--- config.mk ---
export PLATFORM = sky130hd
export DESIGN_NAME = iirlp_ram
export DESIGN_NICKNAME = d
export VERILOG_FILES = /design/src/rtl/core/iirlp_ram.sv
export SDC_FILE = /design/constraint.sdc
export NUM_CORES = 1
export LEC_CHECK = 0
export ABC_AREA = 1
export BUFFER_PORTS_ARGS = -buffer_cell sky130_fd_sc_hd__clkbuf_2
export CAP_MARGIN = 40
export CORE_MARGIN = 2
export CORE_UTILIZATION = 40
export CTS_BUF_LIST = sky130_fd_sc_hd__clkbuf_2
export CTS_CLUSTER_DIAMETER = 200
export DETAILED_ROUTE_END_ITERATION = 12
export PLACE_DENSITY_LB_ADDON = 0.15
export SLEW_MARGIN = 20
export SYNTH_ARGS = -nofsm -noshare
export SYNTH_HDL_FRONTEND = slang
export SYNTH_SLANG_ARGS = --single-unit
--- constraint.sdc ---
create_clock -name clk -period 1.4 [get_ports clk]
set_input_delay 0.14 -clock clk [delete_from_list [all_inputs] [get_ports clk]]
set_output_delay 0.14 -clock clk [all_outputs]
set_load 0.01 [all_outputs]
--- src/rtl/core/iirlp_ram.sv ---
`timescale 1ns / 1ps
// ----------------------------------------------------------------------------
// iirlp_ram
// Generic single-clock RAM, one write port and one read port, registered
// read data.
// ----------------------------------------------------------------------------
module iirlp_ram #(
    parameter int WIDTH = 8,
    parameter int DEPTH = 16
) (
    input  logic                     clk,
    input  logic                     we,
    input  logic [$clog2(DEPTH)-1:0] waddr,
    input  logic [WIDTH-1:0]         wdata,
    input  logic                     re,
    input  logic [$clog2(DEPTH)-1:0] raddr,
    output logic [WIDTH-1:0]         rdata
);

    logic [WIDTH-1:0] mem_reg [DEPTH];
    logic [WIDTH-1:0] rdata_reg;

    // write port and registered read port
    always_ff @(posedge clk)
    begin
        if (we)
        begin
            mem_reg[waddr] <= wdata;
        end
        if (re)
        begin
            rdata_reg <= mem_reg[raddr];
        end
    end

    assign rdata = rdata_reg;

endmodule

==> flow_summary.toml <==
[outcome]
status = "finished with violations"
failing_checks = "negative setup slack"

[timing]
fin_tns_setup_ps = -58.7
timing.clock.skew_ps = 23.5
max_freq_ghz = 0.701
grt_setup_unrepaired = "true"
setup_viol_count_final = 3
layout_min_cycle_time_ps = 1430
timing.slew.headroom = 0.573
final-max-slew-violation-count = 0
hold_viol = 0
worst-slew-pin-transition_ps = 639
holdWs_ps = 95.5
worst_case_setup_margin_in_the_final_layout_ps = -26.9
final_min_period_over_clock_period = 1.02

[clock_network]
numClockSinks = 136
worst_skew_pair.late_latency_ps = 690
clk_path_buf_depth = 2
numCtsBuffers = 17
clkSlewWorstSetupHoldPaths_ps = 190
cts_post_setup_buffers_inserted = 0
cts_tree = "yes"
root_buffer = "sky130_fd_sc_hd__clkbuf_2"
cts.htree.levels = 4

[setup_path]
kind_of_end_point_of_the_critical_path = "primary output"
critPathMaxFanout = 1
critPathMaxStageDelay_ps = 450
worstPathArrival_ps = 1290
timing_worst_setup_path_type = "flip-flop to primary output"
cp_slowest_cell = "sky130_fd_sc_hd__edfxtp_1"
required_time_of_the_critical_path_ps = 1260
critical_path_buf_inv_count = 1
path_cells = "clkbuf_2"
critical_path.startpoint_type = "flip-flop"
path_delay_family = "flip-flops"

[global_routing]
grt_overflow_total = 0
grt_first_pass_wirelength_um = 21500
grt_pass1_vias = 3696
groute.usage.overall = 0.187
number_of_antenna_violations_at_the_first_check_in_global_routing = 0
grt_start_max_net_pins = 48

[logic_synthesis]
synthXorXnorAreaFrac = 0
yosys_warnings = 0
synth.area.mux_share = 0
synth.yosys.seq_area_share = 0.698
yosys.area_share.adder = 0
synth.cell_area_mm2 = 0.00585
synth_cells = 551
yosysUniqueCellTypes = 11
combinational_family_with_the_most_area_after_synthesis = "simple AND/OR/NAND/NOR gates"
syn_nets = 570
synth_compound_gate_area_share = 0
yosys_reg_bits = 136
synth_simple_gate_area_share = 0.208
mean_area_per_synthesized_cell_um2 = 10.6

[floorplan]
io_pins = 27
placeableCoreArea_mm2 = 0.0144
dieArea_mm2 = 0.0156
floorplan.rows = 44
dieWidth_um = 125
start_util = 0.405
chipHeight_um = 125

[routing]
ant_nets = 0
post-route-drc-count = 0
detailroute.via_count = 3787
post_drt_wl_per_cell_um = 16.8
routed_wl_um = 13600
detail_route.first_pass.iterations = 4
vias_per_cell = 4.68
drt_iter0_markers = 262

[finish]
post-route-cell-area_mm2 = 0.00666
layout.cells.most_common_list = "sky130_fd_sc_hd__nand2_1 (173), sky130_fd_sc_hd__edfxtp_1 (136), sky130_fd_sc_hd__inv_1 (100)"
layout-drive-gt1-share = 0.133
final_cells = 809
design.final.nets = 631
most_common_library_cell_in_the_layout_ignoring_fill_and_taps = "sky130_fd_sc_hd__nand2_1"
synthToLayoutAreaGrowth_pct = 13.8
n_antenna_cell = 0
largest_register_ff_count = 128

[pwr]
pwr_density_cell_mw_per_mm2 = 1130
ir_drop_worst_vdd_uv = 623
leakagePower_nw = 2.90

[job]
drv.max_cap_violation_count = 0

[min_path]
min-delay-path-class = "primary input to flip-flop"

[placed_design]
numPortBuffers = 26
dpl.cell_count = 764
placed_cell_area_mm2 = 0.00629
post-dp-hpwl_um = 8440
gp_congestion = 0.773
[cell usage after synthesis]
library cell                 n  area share
sky130_fd_sc_hd__inv_2       2      0.0013
sky130_fd_sc_hd__buf_2      13       0.011
sky130_fd_sc_hd__nor2_1     17       0.011
sky130_fd_sc_hd__nand3b_1    2      0.0026
sky130_fd_sc_hd__edfxtp_1  136        0.70
sky130_fd_sc_hd__inv_1     100       0.064
sky130_fd_sc_hd__buf_4       4      0.0051
sky130_fd_sc_hd__buf_6       6       0.012
sky130_fd_sc_hd__nand3_1    97       0.083
sky130_fd_sc_hd__buf_1       1     0.00064
sky130_fd_sc_hd__nand2_1   173        0.11
[cell families after synthesis]
group,after synthesis
and+or+nand+nor,289
buffers and inverters,126
DFF,136
[where the power goes]
part           switching (mW)  internal, mW
clock network            1.34         0.982
registers              0.0246          4.58
logic                   0.410         0.202
total                    1.77          5.77
[through the flow]
step	power [mW]	setup WS, ps	utilization
final	7.54	-26.9	0.461
after floorplan	5.02	309	-
after global placement	5.29	-59.6	0.436
after CTS	7.63	-114	0.461
after global routing	7.89	-152	0.461
after detailed placement	5.29	-72.8	0.436
[layer usage]
layer,global-route usage,share of wire,vias to the layer above
li1,-,-,1905
met1,0.261,0.46,1762
met2,0.284,0.45,99
met3,0.0404,0.059,21
met4,0.0817,0.025,0
met5,0,0,-
[worst reg2reg max path, stage by stage, from the launching register on]
cell	delay (ps)
sky130_fd_sc_hd__edfxtp_1	400
sky130_fd_sc_hd__inv_1	60
sky130_fd_sc_hd__nand2_1	40
sky130_fd_sc_hd__nand3_1	80
sky130_fd_sc_hd__nand3_1	150
sky130_fd_sc_hd__nand3_1	150
sky130_fd_sc_hd__nand2_1	60
[worst paths after layout]
check | startpoint | end | slack (ps) | depth (start not counted)
min reg2reg | mem_reg[15][7] | rdata[7] | 780 | 6
min | waddr[0] | mem_reg[9][5] | 100 | 4
max | rdata[5] | rdata[5] | -30 | 1
max reg2reg | mem_reg[1][7] | rdata[7] | 240 | 6
[final cells by class]
class                      count  area (um^2)
fill                        1396         7770
timing repair buffer          66          513
multi-input combinational    289         1210
inverter                     102          383
sequential                   136         4080
tap                          184          230
clock buffer                  20          100
clock inverter                12          133
[repair_timing]
action                                  4_1_cts  5_1_grt
endpoints found under the setup margin        8        8
endpoints found under the hold margin       154        0
hold buffers                                 13        0
resized for setup                             0        1
No activity file was read; power rests on OpenSTA's default activity.
